$ cat src/hw/rtl/acirf_pkg.sv
// ----------------------------------------------------------------------------
// acirf_pkg
// Shared types, constants and message templates for the air-conditioner
// IR frame builder.
// ----------------------------------------------------------------------------
package acirf_pkg;

    localparam int unsigned MSG_LEN               = 39;
    localparam int unsigned TIMER_MINUTES_MAX_DEF = 1023;

    localparam logic [5:0]  IDX_FIRST      = 6'd0;
    localparam logic [5:0]  IDX_SUM1       = 6'd19;
    localparam logic [5:0]  IDX_FRAME2     = 6'd20;
    localparam logic [5:0]  IDX_TEMP       = 6'd26;
    localparam logic [5:0]  IDX_FAN        = 6'd28;
    localparam logic [5:0]  IDX_LAST       = 6'd38;

    localparam logic [25:0] MS_PER_MINUTE  = 26'd60000;
    localparam logic [2:0]  FAN_LEVELS     = 3'd7;

    localparam logic [6:0]  TEMP_LOW_RST   = 7'd36;
    localparam logic [6:0]  TEMP_HIGH_RST  = 7'd64;
    localparam logic [6:0]  HEAT_DEF_RST   = 7'd55;
    localparam logic [6:0]  COOL_DEF_RST   = 7'd48;
    localparam logic [6:0]  TEMP_RST       = 7'd55;

    // opcodes
    localparam logic [2:0]  OP_SET_MODE    = 3'd0;
    localparam logic [2:0]  OP_TEMP_STEP   = 3'd1;
    localparam logic [2:0]  OP_SET_FAN     = 3'd2;
    localparam logic [2:0]  OP_POWER_OFF   = 3'd3;
    localparam logic [2:0]  OP_SET_TIMER   = 3'd4;
    localparam logic [2:0]  OP_CANCEL      = 3'd5;
    localparam logic [2:0]  OP_TICK        = 3'd6;

    localparam logic [9:0]  ARG_HEAT       = 10'd0;
    localparam logic [9:0]  ARG_COOL       = 10'd1;

    // register indexes (paddr[3:2])
    localparam logic [1:0]  REG_TEMP_LOW   = 2'd0;
    localparam logic [1:0]  REG_TEMP_HIGH  = 2'd1;
    localparam logic [1:0]  REG_HEAT_DEF   = 2'd2;
    localparam logic [1:0]  REG_COOL_DEF   = 2'd3;

    localparam logic [0:6][7:0] FAN_CODES = {
        8'hA0, 8'hB0, 8'h30, 8'h40, 8'h50, 8'h60, 8'h70
    };

    localparam logic [0:38][7:0] COOL_TPL = {
        8'h11, 8'hDA, 8'h27, 8'h00, 8'h02, 8'h00, 8'h00, 8'h00, 8'h00, 8'h07,
        8'h00, 8'h00, 8'h10, 8'h00, 8'h80, 8'h00, 8'h00, 8'h00, 8'h00, 8'hAB,
        8'h11, 8'hDA, 8'h27, 8'h00, 8'h00, 8'h39, 8'h30, 8'h00, 8'hA0, 8'h00,
        8'h00, 8'h06, 8'h60, 8'h00, 8'h00, 8'hC3, 8'h00, 8'h00, 8'h44
    };

    localparam logic [0:38][7:0] HEAT_TPL = {
        8'h11, 8'hDA, 8'h27, 8'h00, 8'h02, 8'h00, 8'h00, 8'h00, 8'h00, 8'h03,
        8'h00, 8'h00, 8'h30, 8'h00, 8'h80, 8'h00, 8'h00, 8'h00, 8'h00, 8'hC7,
        8'h11, 8'hDA, 8'h27, 8'h00, 8'h00, 8'h49, 8'h35, 8'h00, 8'hA0, 8'h00,
        8'h00, 8'h06, 8'h60, 8'h00, 8'h00, 8'hC3, 8'h00, 8'h00, 8'h59
    };

    localparam logic [0:38][7:0] OFF_TPL = {
        8'h11, 8'hDA, 8'h27, 8'h00, 8'h02, 8'h00, 8'h00, 8'h00, 8'h00, 8'h02,
        8'h00, 8'h80, 8'h10, 8'h00, 8'h80, 8'h00, 8'h00, 8'h00, 8'h00, 8'h26,
        8'h11, 8'hDA, 8'h27, 8'h00, 8'h00, 8'h38, 8'h30, 8'h00, 8'h50, 8'h00,
        8'h00, 8'h06, 8'h60, 8'h00, 8'h00, 8'hC3, 8'h00, 8'h00, 8'hF3
    };

    typedef struct packed {
        logic [2:0] opcode;
        logic [9:0] argument;
    } in_item_t;

    typedef struct packed {
        logic [7:0] frame_byte;
        logic [5:0] byte_index;
        logic       last;
        logic       status;
    } out_item_t;

    typedef struct packed {
        logic [6:0] temp_low_limit;
        logic [6:0] temp_high_limit;
        logic [6:0] heat_default_temp;
        logic [6:0] cool_default_temp;
    } cfg_t;

    typedef enum logic [1:0] {
        EMIT_NONE,
        EMIT_RUN,
        EMIT_OFF,
        EMIT_ERR
    } emit_kind_t;

    typedef enum logic [1:0] {
        TPL_HEAT,
        TPL_COOL,
        TPL_OFF
    } tpl_sel_t;

    typedef enum logic [1:0] {
        ST_IDLE,
        ST_EXEC,
        ST_EMIT
    } state_t;

    typedef struct packed {
        logic       load_item;
        logic       exec;
        logic       load_out;
        emit_kind_t kind;
        logic [5:0] idx;
        logic       last;
    } ctrl_cmd_t;

    typedef struct packed {
        emit_kind_t kind;
        logic       out_free;
    } dp_sts_t;

    function automatic logic [6:0] clamp_temp(
        input logic [7:0] t,
        input logic [6:0] low,
        input logic [6:0] high
    );
        logic [7:0] r;
        r = t;
        if (r < {1'b0, low}) begin
            r = {1'b0, low};
        end
        if (r > {1'b0, high}) begin
            r = {1'b0, high};
        end
        return r[6:0];
    endfunction

    function automatic logic [7:0] tpl_byte(
        input tpl_sel_t   sel,
        input logic [5:0] idx
    );
        logic [7:0] b;
        b = 8'h00;
        if (idx <= IDX_LAST) begin
            case (sel)
                TPL_HEAT: b = HEAT_TPL[idx];
                TPL_COOL: b = COOL_TPL[idx];
                TPL_OFF:  b = OFF_TPL[idx];
                default:  b = 8'h00;
            endcase
        end
        return b;
    endfunction

endpackage

$ cat src/hw/rtl/acirf_regs.sv
// ----------------------------------------------------------------------------
// acirf_regs
// APB register bank holding the temperature limits and mode defaults.
// ----------------------------------------------------------------------------
module acirf_regs
    import acirf_pkg::*;
(
    input  logic        aclk,
    input  logic        aresetn,
    input  logic        psel,
    input  logic        penable,
    input  logic        pwrite,
    input  logic [3:0]  paddr,
    input  logic [31:0] pwdata,
    output logic [31:0] prdata,
    output logic        pready,
    output cfg_t        cfg
);

    cfg_t cfg_reg;
    logic wr_en;

    assign pready = 1'b1;
    assign wr_en  = psel & penable & pwrite;
    assign cfg    = cfg_reg;

    always_ff @(posedge aclk) begin
        if (!aresetn) begin
            cfg_reg.temp_low_limit    <= TEMP_LOW_RST;
            cfg_reg.temp_high_limit   <= TEMP_HIGH_RST;
            cfg_reg.heat_default_temp <= HEAT_DEF_RST;
            cfg_reg.cool_default_temp <= COOL_DEF_RST;
        end else if (wr_en) begin
            case (paddr[3:2])
                REG_TEMP_LOW:  cfg_reg.temp_low_limit    <= pwdata[6:0];
                REG_TEMP_HIGH: cfg_reg.temp_high_limit   <= pwdata[6:0];
                REG_HEAT_DEF:  cfg_reg.heat_default_temp <= pwdata[6:0];
                REG_COOL_DEF:  cfg_reg.cool_default_temp <= pwdata[6:0];
                default: begin
                end
            endcase
        end
    end

    always_comb begin
        case (paddr[3:2])
            REG_TEMP_LOW:  prdata = {25'd0, cfg_reg.temp_low_limit};
            REG_TEMP_HIGH: prdata = {25'd0, cfg_reg.temp_high_limit};
            REG_HEAT_DEF:  prdata = {25'd0, cfg_reg.heat_default_temp};
            REG_COOL_DEF:  prdata = {25'd0, cfg_reg.cool_default_temp};
            default:       prdata = 32'd0;
        endcase
    end

endmodule

$ cat src/hw/rtl/acirf_ctrl.sv
// ----------------------------------------------------------------------------
// acirf_ctrl
// Sequencer: takes a command, lets the datapath execute it, then walks the
// byte index across the message.
// ----------------------------------------------------------------------------
module acirf_ctrl
    import acirf_pkg::*;
(
    input  logic      aclk,
    input  logic      aresetn,
    input  logic      s_valid,
    output logic      s_ready,
    input  dp_sts_t   sts,
    output ctrl_cmd_t cmd
);

    state_t     state_reg, state_next;
    emit_kind_t kind_reg,  kind_next;
    logic [5:0] idx_reg,   idx_next;
    logic       last_byte;

    assign last_byte = (kind_reg == EMIT_ERR) || (idx_reg == IDX_LAST);

    always_ff @(posedge aclk) begin
        if (!aresetn) begin
            state_reg <= ST_IDLE;
            kind_reg  <= EMIT_NONE;
            idx_reg   <= IDX_FIRST;
        end else begin
            state_reg <= state_next;
            kind_reg  <= kind_next;
            idx_reg   <= idx_next;
        end
    end

    always_comb begin
        state_next = state_reg;
        kind_next  = kind_reg;
        idx_next   = idx_reg;
        case (state_reg)
            ST_IDLE: begin
                if (s_valid) begin
                    state_next = ST_EXEC;
                end
            end
            ST_EXEC: begin
                kind_next  = sts.kind;
                idx_next   = IDX_FIRST;
                state_next = (sts.kind == EMIT_NONE) ? ST_IDLE : ST_EMIT;
            end
            ST_EMIT: begin
                if (sts.out_free) begin
                    if (last_byte) begin
                        state_next = ST_IDLE;
                        kind_next  = EMIT_NONE;
                    end else begin
                        idx_next = idx_reg + 6'd1;
                    end
                end
            end
            default: begin
                state_next = ST_IDLE;
            end
        endcase
    end

    always_comb begin
        s_ready       = 1'b0;
        cmd.load_item = 1'b0;
        cmd.exec      = 1'b0;
        cmd.load_out  = 1'b0;
        cmd.kind      = kind_reg;
        cmd.idx       = idx_reg;
        cmd.last      = last_byte;
        case (state_reg)
            ST_IDLE: begin
                s_ready       = 1'b1;
                cmd.load_item = s_valid;
            end
            ST_EXEC: begin
                cmd.exec = 1'b1;
            end
            ST_EMIT: begin
                cmd.load_out = sts.out_free;
            end
            default: begin
            end
        endcase
    end

    a_emit_has_kind: assert property (@(posedge aclk) disable iff (!aresetn)
        state_reg == ST_EMIT |-> kind_reg != EMIT_NONE)
        else $error("emitting without a message kind");

    a_idx_in_range: assert property (@(posedge aclk) disable iff (!aresetn)
        state_reg == ST_EMIT |-> idx_reg <= IDX_LAST)
        else $error("byte index beyond message end");

    a_err_single: assert property (@(posedge aclk) disable iff (!aresetn)
        (state_reg == ST_EMIT && kind_reg == EMIT_ERR) |-> idx_reg == IDX_FIRST)
        else $error("error result spans more than one transfer");

    a_exec_follows_take: assert property (@(posedge aclk) disable iff (!aresetn)
        (state_reg == ST_IDLE && s_valid) |=> state_reg == ST_EXEC)
        else $error("accepted command not executed");

endmodule

$ cat src/hw/rtl/acirf_dp.sv
// ----------------------------------------------------------------------------
// acirf_dp
// Unit state, command execution, message byte generation with running
// sum8 checksums, and the output register.
// ----------------------------------------------------------------------------
module acirf_dp
    import acirf_pkg::*;
#(
    parameter int unsigned TIMER_MINUTES_MAX = TIMER_MINUTES_MAX_DEF
) (
    input  logic      aclk,
    input  logic      aresetn,
    input  in_item_t  s_data,
    input  cfg_t      cfg,
    input  ctrl_cmd_t cmd,
    output dp_sts_t   sts,
    output logic      m_valid,
    input  logic      m_ready,
    output out_item_t m_data
);

    localparam logic [9:0] MINUTES_MAX = 10'(TIMER_MINUTES_MAX);

    in_item_t   item_reg;
    logic       power_on_reg,    power_on_next;
    logic       cool_mode_reg,   cool_mode_next;
    logic [6:0] temp_reg,        temp_next;
    logic [2:0] fan_reg,         fan_next;
    logic       timer_armed_reg, timer_armed_next;
    logic [25:0] timer_ms_reg,   timer_ms_next;
    logic [7:0] sum_reg,         sum_next;
    logic       out_valid_reg;
    out_item_t  out_data_reg,    out_data_next;

    emit_kind_t kind;
    logic [6:0] mode_temp;
    logic [7:0] step_temp;
    logic [9:0] minutes;
    logic [25:0] timer_ms_set;
    logic [25:0] timer_ms_dec;
    tpl_sel_t   tpl_sel;
    logic [7:0] gen_byte;

    assign sts.kind     = kind;
    assign sts.out_free = !out_valid_reg || m_ready;
    assign m_valid      = out_valid_reg;
    assign m_data       = out_data_reg;

    assign minutes      = (item_reg.argument > MINUTES_MAX) ? MINUTES_MAX : item_reg.argument;
    assign timer_ms_set = 26'(minutes) * MS_PER_MINUTE;
    assign timer_ms_dec = (timer_ms_reg != 26'd0) ? timer_ms_reg - 26'd1 : timer_ms_reg;

    always_comb begin
        mode_temp = temp_reg;
        if (item_reg.argument == ARG_HEAT) begin
            mode_temp = cfg.heat_default_temp;
        end else if (item_reg.argument == ARG_COOL) begin
            mode_temp = cfg.cool_default_temp;
        end
    end

    always_comb begin
        if (item_reg.argument != 10'd0) begin
            step_temp = {1'b0, temp_reg} + 8'd1;
        end else if (temp_reg == 7'd0) begin
            step_temp = 8'd0;
        end else begin
            step_temp = {1'b0, temp_reg} - 8'd1;
        end
    end

    always_comb begin
        kind             = EMIT_NONE;
        power_on_next    = power_on_reg;
        cool_mode_next   = cool_mode_reg;
        temp_next        = temp_reg;
        fan_next         = fan_reg;
        timer_armed_next = timer_armed_reg;
        timer_ms_next    = timer_ms_reg;
        case (item_reg.opcode)
            OP_SET_MODE: begin
                if (item_reg.argument == ARG_HEAT) begin
                    cool_mode_next = 1'b0;
                end else if (item_reg.argument == ARG_COOL) begin
                    cool_mode_next = 1'b1;
                end
                power_on_next = 1'b1;
                temp_next = clamp_temp({1'b0, mode_temp}, cfg.temp_low_limit,
                                       cfg.temp_high_limit);
                kind = EMIT_RUN;
            end
            OP_TEMP_STEP: begin
                temp_next = clamp_temp(step_temp, cfg.temp_low_limit, cfg.temp_high_limit);
                kind = power_on_reg ? EMIT_RUN : EMIT_NONE;
            end
            OP_SET_FAN: begin
                if (item_reg.argument < {7'd0, FAN_LEVELS}) begin
                    fan_next = item_reg.argument[2:0];
                end
                kind = power_on_reg ? EMIT_RUN : EMIT_NONE;
            end
            OP_POWER_OFF: begin
                power_on_next    = 1'b0;
                timer_armed_next = 1'b0;
                timer_ms_next    = 26'd0;
                kind             = EMIT_OFF;
            end
            OP_SET_TIMER: begin
                if (item_reg.argument == 10'd0) begin
                    kind = EMIT_ERR;
                end else begin
                    timer_armed_next = 1'b1;
                    timer_ms_next    = timer_ms_set;
                end
            end
            OP_CANCEL: begin
                timer_armed_next = 1'b0;
                timer_ms_next    = 26'd0;
            end
            OP_TICK: begin
                if (timer_armed_reg) begin
                    if (timer_ms_dec == 26'd0) begin
                        power_on_next    = 1'b0;
                        timer_armed_next = 1'b0;
                        timer_ms_next    = 26'd0;
                        kind             = EMIT_OFF;
                    end else begin
                        timer_ms_next = timer_ms_dec;
                    end
                end
            end
            default: begin
            end
        endcase
    end

    always_comb begin
        if (cmd.kind == EMIT_OFF) begin
            tpl_sel = TPL_OFF;
        end else if (cool_mode_reg) begin
            tpl_sel = TPL_COOL;
        end else begin
            tpl_sel = TPL_HEAT;
        end
    end

    always_comb begin
        gen_byte = tpl_byte(tpl_sel, cmd.idx);
        if (cmd.idx == IDX_SUM1 || cmd.idx == IDX_LAST) begin
            gen_byte = sum_reg;
        end else if (cmd.kind == EMIT_RUN && cmd.idx == IDX_TEMP) begin
            gen_byte = {1'b0, clamp_temp({1'b0, temp_reg}, cfg.temp_low_limit,
                                         cfg.temp_high_limit)};
        end else if (cmd.kind == EMIT_RUN && cmd.idx == IDX_FAN) begin
            gen_byte = (fan_reg < FAN_LEVELS) ? FAN_CODES[fan_reg] : FAN_CODES[0];
        end
    end

    always_comb begin
        if (cmd.idx == IDX_FIRST || cmd.idx == IDX_FRAME2) begin
            sum_next = gen_byte;
        end else begin
            sum_next = sum_reg + gen_byte;
        end
    end

    always_comb begin
        if (cmd.kind == EMIT_ERR) begin
            out_data_next.frame_byte = 8'd0;
            out_data_next.byte_index = IDX_FIRST;
            out_data_next.last       = 1'b1;
            out_data_next.status     = 1'b1;
        end else begin
            out_data_next.frame_byte = gen_byte;
            out_data_next.byte_index = cmd.idx;
            out_data_next.last       = cmd.last;
            out_data_next.status     = 1'b0;
        end
    end

    always_ff @(posedge aclk) begin
        if (!aresetn) begin
            power_on_reg    <= 1'b0;
            cool_mode_reg   <= 1'b0;
            temp_reg        <= TEMP_RST;
            fan_reg         <= 3'd0;
            timer_armed_reg <= 1'b0;
            timer_ms_reg    <= 26'd0;
        end else if (cmd.exec) begin
            power_on_reg    <= power_on_next;
            cool_mode_reg   <= cool_mode_next;
            temp_reg        <= temp_next;
            fan_reg         <= fan_next;
            timer_armed_reg <= timer_armed_next;
            timer_ms_reg    <= timer_ms_next;
        end
    end

    always_ff @(posedge aclk) begin
        if (cmd.load_item) begin
            item_reg <= s_data;
        end
        if (cmd.load_out) begin
            out_data_reg <= out_data_next;
            sum_reg      <= sum_next;
        end
    end

    always_ff @(posedge aclk) begin
        if (!aresetn) begin
            out_valid_reg <= 1'b0;
        end else if (cmd.load_out) begin
            out_valid_reg <= 1'b1;
        end else if (m_ready) begin
            out_valid_reg <= 1'b0;
        end
    end

    a_no_overwrite: assert property (@(posedge aclk) disable iff (!aresetn)
        (out_valid_reg && !m_ready) |-> !cmd.load_out)
        else $error("output register overwritten while stalled");

    a_armed_nonzero: assert property (@(posedge aclk) disable iff (!aresetn)
        timer_armed_reg |-> timer_ms_reg != 26'd0)
        else $error("timer armed with no time left");

    a_off_clears: assert property (@(posedge aclk) disable iff (!aresetn)
        (cmd.exec && kind == EMIT_OFF) |=> (!power_on_reg && !timer_armed_reg))
        else $error("off message left the unit on or armed");

endmodule

$ cat src/hw/rtl/aircon_ir_frame_builder.sv
// ----------------------------------------------------------------------------
// aircon_ir_frame_builder
// Air-conditioner state keeper and 39-byte two-frame IR message builder.
// ----------------------------------------------------------------------------
// Commands enter on the s_ channel (opcode, argument); message bytes leave
// on the m_ channel one transfer per byte, index 0..38, last on byte 38.
// A rejected zero-minute timer gives a single transfer with status set.
// Limits and mode defaults sit in the APB registers; write them only while
// the block is idle.
// A command is taken from the s_ channel and executed in the next cycle.
// A command without output then returns to idle. A message command
// loads its bytes into the output register in index order after execution,
// one byte per cycle while m_ready stays high.
// The byte sequencer handles one command at a time; s_ready returns while
// the final byte still waits in the output register.
// A stalled receiver holds the output register and freezes the sequencer.
// Reset (aresetn low, synchronous) restores the register defaults, powers
// the unit off in heat mode at 27.5 degrees with auto fan and no timer.
// ----------------------------------------------------------------------------
module aircon_ir_frame_builder
    import acirf_pkg::*;
#(
    parameter int unsigned TIMER_MINUTES_MAX = TIMER_MINUTES_MAX_DEF
) (
    input  logic        aclk,
    input  logic        aresetn,
    input  logic        s_valid,
    output logic        s_ready,
    input  in_item_t    s_data,
    output logic        m_valid,
    input  logic        m_ready,
    output out_item_t   m_data,
    input  logic        psel,
    input  logic        penable,
    input  logic        pwrite,
    input  logic [3:0]  paddr,
    input  logic [31:0] pwdata,
    output logic [31:0] prdata,
    output logic        pready
);

    cfg_t      cfg;
    ctrl_cmd_t cmd;
    dp_sts_t   sts;

    acirf_regs u_regs (
        .aclk    (aclk),
        .aresetn (aresetn),
        .psel    (psel),
        .penable (penable),
        .pwrite  (pwrite),
        .paddr   (paddr),
        .pwdata  (pwdata),
        .prdata  (prdata),
        .pready  (pready),
        .cfg     (cfg)
    );

    acirf_ctrl u_ctrl (
        .aclk    (aclk),
        .aresetn (aresetn),
        .s_valid (s_valid),
        .s_ready (s_ready),
        .sts     (sts),
        .cmd     (cmd)
    );

    acirf_dp #(
        .TIMER_MINUTES_MAX (TIMER_MINUTES_MAX)
    ) u_dp (
        .aclk    (aclk),
        .aresetn (aresetn),
        .s_data  (s_data),
        .cfg     (cfg),
        .cmd     (cmd),
        .sts     (sts),
        .m_valid (m_valid),
        .m_ready (m_ready),
        .m_data  (m_data)
    );

endmodule
$ cat config.mk
export PLATFORM = sky130hd
export DESIGN_NAME = aircon_ir_frame_builder
export DESIGN_NICKNAME = d
export VERILOG_FILES = /design/src/hw/rtl/acirf_pkg.sv /design/src/hw/rtl/acirf_regs.sv /design/src/hw/rtl/acirf_ctrl.sv /design/src/hw/rtl/acirf_dp.sv /design/src/hw/rtl/aircon_ir_frame_builder.sv
export SDC_FILE = /design/constraint.sdc
export NUM_CORES = 1
export LEC_CHECK = 0
export ABC_CLOCK_PERIOD_IN_PS = 11500
export BUFFER_PORTS_ARGS = -buffer_cell sky130_fd_sc_hd__buf_2
export CAP_MARGIN = 40
export CORE_MARGIN = 10
export CORE_UTILIZATION = 60
export CTS_BUF_LIST = sky130_fd_sc_hd__clkbuf_2
export DETAILED_ROUTE_END_ITERATION = 7
export PLACE_DENSITY = 0.8
export SLEW_MARGIN = 20
export SYNTH_ARGS = -nofsm -noshare
export SYNTH_HDL_FRONTEND = slang
export SYNTH_SLANG_ARGS = --single-unit
$ cat constraint.sdc
create_clock -name aclk -period 11.5 [get_ports aclk]
set_input_delay 2.3 -clock aclk [delete_from_list [all_inputs] [get_ports aclk]]
set_output_delay 2.3 -clock aclk [all_outputs]
set_load 0.1 [all_outputs]
==> impl_metrics.py <==
metrics = {
    "setup_path": {
        "required_ns": 12.16,
        "crit_chain": "nor4_1, and3_1, buf_4, nand2_1, o22a_1, a21oi_1, ha_1, a22o_1, nor4_1, a21boi_0, o311ai_4, mux2_2, ha_1, nor2b_1, o21a_1, o21ai_0, a21oi_1, nor3_1, o2111a_1, nor3_1, o41ai_1",
        "arrival_ns": 6.74,
        "cpPeakStageDelay_ns": 0.77,
        "cp_top_family": "compound AO/OA/AOI/OAI gates",
        "worstSetupPathType": "reg2reg",
        "critPathMaxFanout": 26,
        "rrSetupSlack_ns": 5.41,
        "endpoint_kind": "register",
        "critPathLaunchType": "register",
        "crit_slowest_cell": "nor4_1",
        "worst-path-buf-inv": 1,
    },
    "sta": {
        "finClkSkew_ns": 0.0407,
        "setup_viol": 0,
        "tightest_slew_ns": 0.863,
        "maxSlewHeadroom_pct": 42.4,
        "drv_slew": 0,
        "tns_ns": 0,
        "hold_viol": 0,
        "timing.fmax_mhz": 164,
        "fin_crit_sh_pct": 52.9,
        "rsz0062_at_grt": "no",
        "period_minus_slack_ns": 6.09,
    },
    "yosys": {
        "postSynth.asyncResetShare_pct": 0,
        "yosys_warnings": 0,
        "synth-edff-count": 37,
        "ys_ff_latch": 115,
        "syn_inst": 1407,
        "synth_top_area_cell": "ha_1",
        "ys.flop_type": "dfxtp_1",
        "netlist_area_um2": 11700,
        "yosysTopAreaCellShare_pct": 14.7,
        "seq_area_frac_synth_pct": 22.9,
        "synth.avg_cell_area_um2": 8.30,
        "synthTopCellsByArea": "ha_1 (15%), dfxtp_1 (13%), edfxtp_1 (9.5%)",
        "synth_cell_types": 94,
    },
    "drt": {
        "firstDrtPassIters": 5,
        "wl_per_cell_um": 18.6,
        "vias": 10670,
        "wl_um": 31300,
        "postRouteAntennaNets": 0,
        "route.detailed.drc": 0,
        "via_per_inst": 6.33,
        "drt_iter0_drc": 1038,
    },
    "die": {
        "die_h_um": 160,
        "dieArea_um2": 25500,
        "io_pins": 107,
        "coreArea_um2": 19000,
        "start_util_pct": 61.6,
        "die_x_um": 160,
        "row_count": 50,
    },
    "clock_tree": {
        "htreeDepth": 4,
        "numCtsBuffers": 17,
        "post_cts_buffers": 0,
        "cts_sinks": 115,
        "cts.clk_slew.worst_paths_ns": 0.21,
        "ctsResizeCount": 0,
        "clk_latency_ns": 0.75,
        "cts-root-buf": "clkbuf_2",
        "cts_tree": "done",
        "clk_path_buf_depth": 2,
        "hold_buffers": 0,
    },
    "run_status": {
        "status": "finished, final reports clean",
    },
    "power_and_ir_drop": {
        "seq_power_share_pct": 24.9,
        "swShare_pct": 45.5,
        "vdd_drop_max_mv": 0.178,
        "p_switching_uw": 859,
        "p_clk_share_pct": 18.0,
        "p_int_uw": 1030,
        "p_leak_uw": 0.00530,
        "power_density_nw_per_um2": 154,
        "p_comb_share_pct": 57.1,
    },
    "min_path": {
        "hold_path_class": "reg2reg",
    },
    "finish": {
        "layout.cells.non_filler": 1685,
        "antennaDiodeCount": 0,
        "largest_reg_flops": 28,
        "drive_gt1_share_pct": 11.0,
        "nets": 1636,
        "final_util_pct": 64.7,
        "syn_to_final_growth_pct": 4.98,
    },
    "global_route": {
        "grt_max_degree": 40,
        "grt_overflow": 0,
        "grt_usage_pct": 23.8,
        "grt_pass1_vias": 9979,
        "antenna_found_initial": 0,
        "grt_pass1_wl_um": 50900,
    },
    "place": {
        "hpwl_um": 23900,
        "place.gp.congestion": 0.971,
        "placed_cells": 1651,
        "numPortBuffers": 53,
    },
    "job": {
        "maxCapViolations": 0,
    },
}
[synth_stat cells, types with 31 or more instances]
master / instances
nor2_1: 103
inv_1: 107
dfxtp_1: 78
edfxtp_1: 37
nand3_1: 54
a21oi_1: 92
o21ai_0: 62
clkbuf_1: 61
mux2i_1: 33
ha_1: 137
fa_1: 31
nand2_1: 116
nor3_1: 39
[layout make-up]
cell class	count	area (um2)
clock buffers	18	90.1
clock inverters	14	209
fillers	1659	6690
inverters	110	413
multi-input cells	1102	8180
flip-flops and latches	115	2670
well taps	260	325
repair buffers	66	378
[worst min-delay path, stage by stage, from the launching register on]
cell	delay (ns)
dfxtp_1	0.36
nand2_1	0.06
a21oi_1	0.05
[power by group through the flow]
stage | Clock [uW] | Sequential (uW) | Combinational, uW
after global placement | 0 | 478 | 1030
after detailed placement | 0 | 479 | 1060
after floorplan | 0 | 466 | 852
after global routing | 359 | 474 | 1200
after CTS | 340 | 470 | 1070
final | 339 | 471 | 1080
[through the flow]
stage | area (um2) | setup WS [ns] | power (uW) | hold slack (ns)
CTS | 12300 | 5.33 | 1880 | 0.485
floorplan | 11800 | 5.63 | 1320 | 0.441
global route | 12300 | 5.02 | 2040 | 0.509
finish | 12300 | 5.41 | 1890 | 0.491
global placement | 11900 | 5.49 | 1500 | 0.459
detailed placement | 12000 | 5.36 | 1540 | 0.462
[path summary, 6_finish.rpt]
check	start	endpoint	depth (start not counted)
max	u_dp.item_reg[9]$_DFFE_PP_	u_dp.temp_reg[5]$_SDFFE_PN1P_	21
min reg2reg	u_regs.cfg[13]$_SDFFE_PN0P_	u_regs.cfg[13]$_SDFFE_PN0P_	2
max reg2reg	u_dp.item_reg[9]$_DFFE_PP_	u_dp.temp_reg[5]$_SDFFE_PN1P_	21
min	u_regs.cfg[13]$_SDFFE_PN0P_	u_regs.cfg[13]$_SDFFE_PN0P_	2
[cell families (layout without fill, tap and decap cells)]
| kind of cell | count (synthesis) | after routing | synth area share (%) |
|---|---|---|---|
| other | 2 | 26 | 0.0643 |
| AOI/OAI and AO/OA | 347 | 347 | 20.1 |
| DFF | 115 | 115 | 22.9 |
| xor gates and xnor gates | 31 | 31 | 2.32 |
| buffers and inverters | 214 | 208 | 7.92 |
| muxes | 58 | 58 | 5.91 |
| adders and majority gates | 168 | 168 | 20.0 |
| and+or+nand+nor | 472 | 472 | 20.9 |
[per-layer routing]
metal | vias to the layer above | global-route usage, % | wire (um)
met5 | - | 0 | 0
met4 | 0 | 7.54 | 886
met3 | 72 | 3.72 | 2180
met2 | 430 | 40.9 | 15400
met1 | 5086 | 29.7 | 12900
li1 | 5082 | - | -
[layout by cell type (no fill, tap or decap), types with 8 or more instances in the layout]
master / n
dfxtp_1: 78
clkbuf_2: 19
mux2_2: 18
nand2_1: 116
a21oi_1: 92
and3_1: 15
nor4_1: 19
o22ai_1: 12
nor2b_1: 22
ha_1: 137
fa_1: 31
edfxtp_1: 37
a21o_1: 18
a31oi_1: 20
and2_1: 12
nand4_1: 15
nor3_1: 39
or3_1: 11
inv_1: 107
conb_1: 26
o21a_1: 12
nand3_1: 54
o31ai_1: 12
mux2i_1: 33
buf_2: 54
o21ai_0: 62
a211oi_1: 12
a22oi_1: 8
nor2_1: 103
xnor2_1: 22
buf_4: 8
xor2_1: 9
o211ai_1: 10
nand2b_1: 21
(Power assumes the default switching activity.)
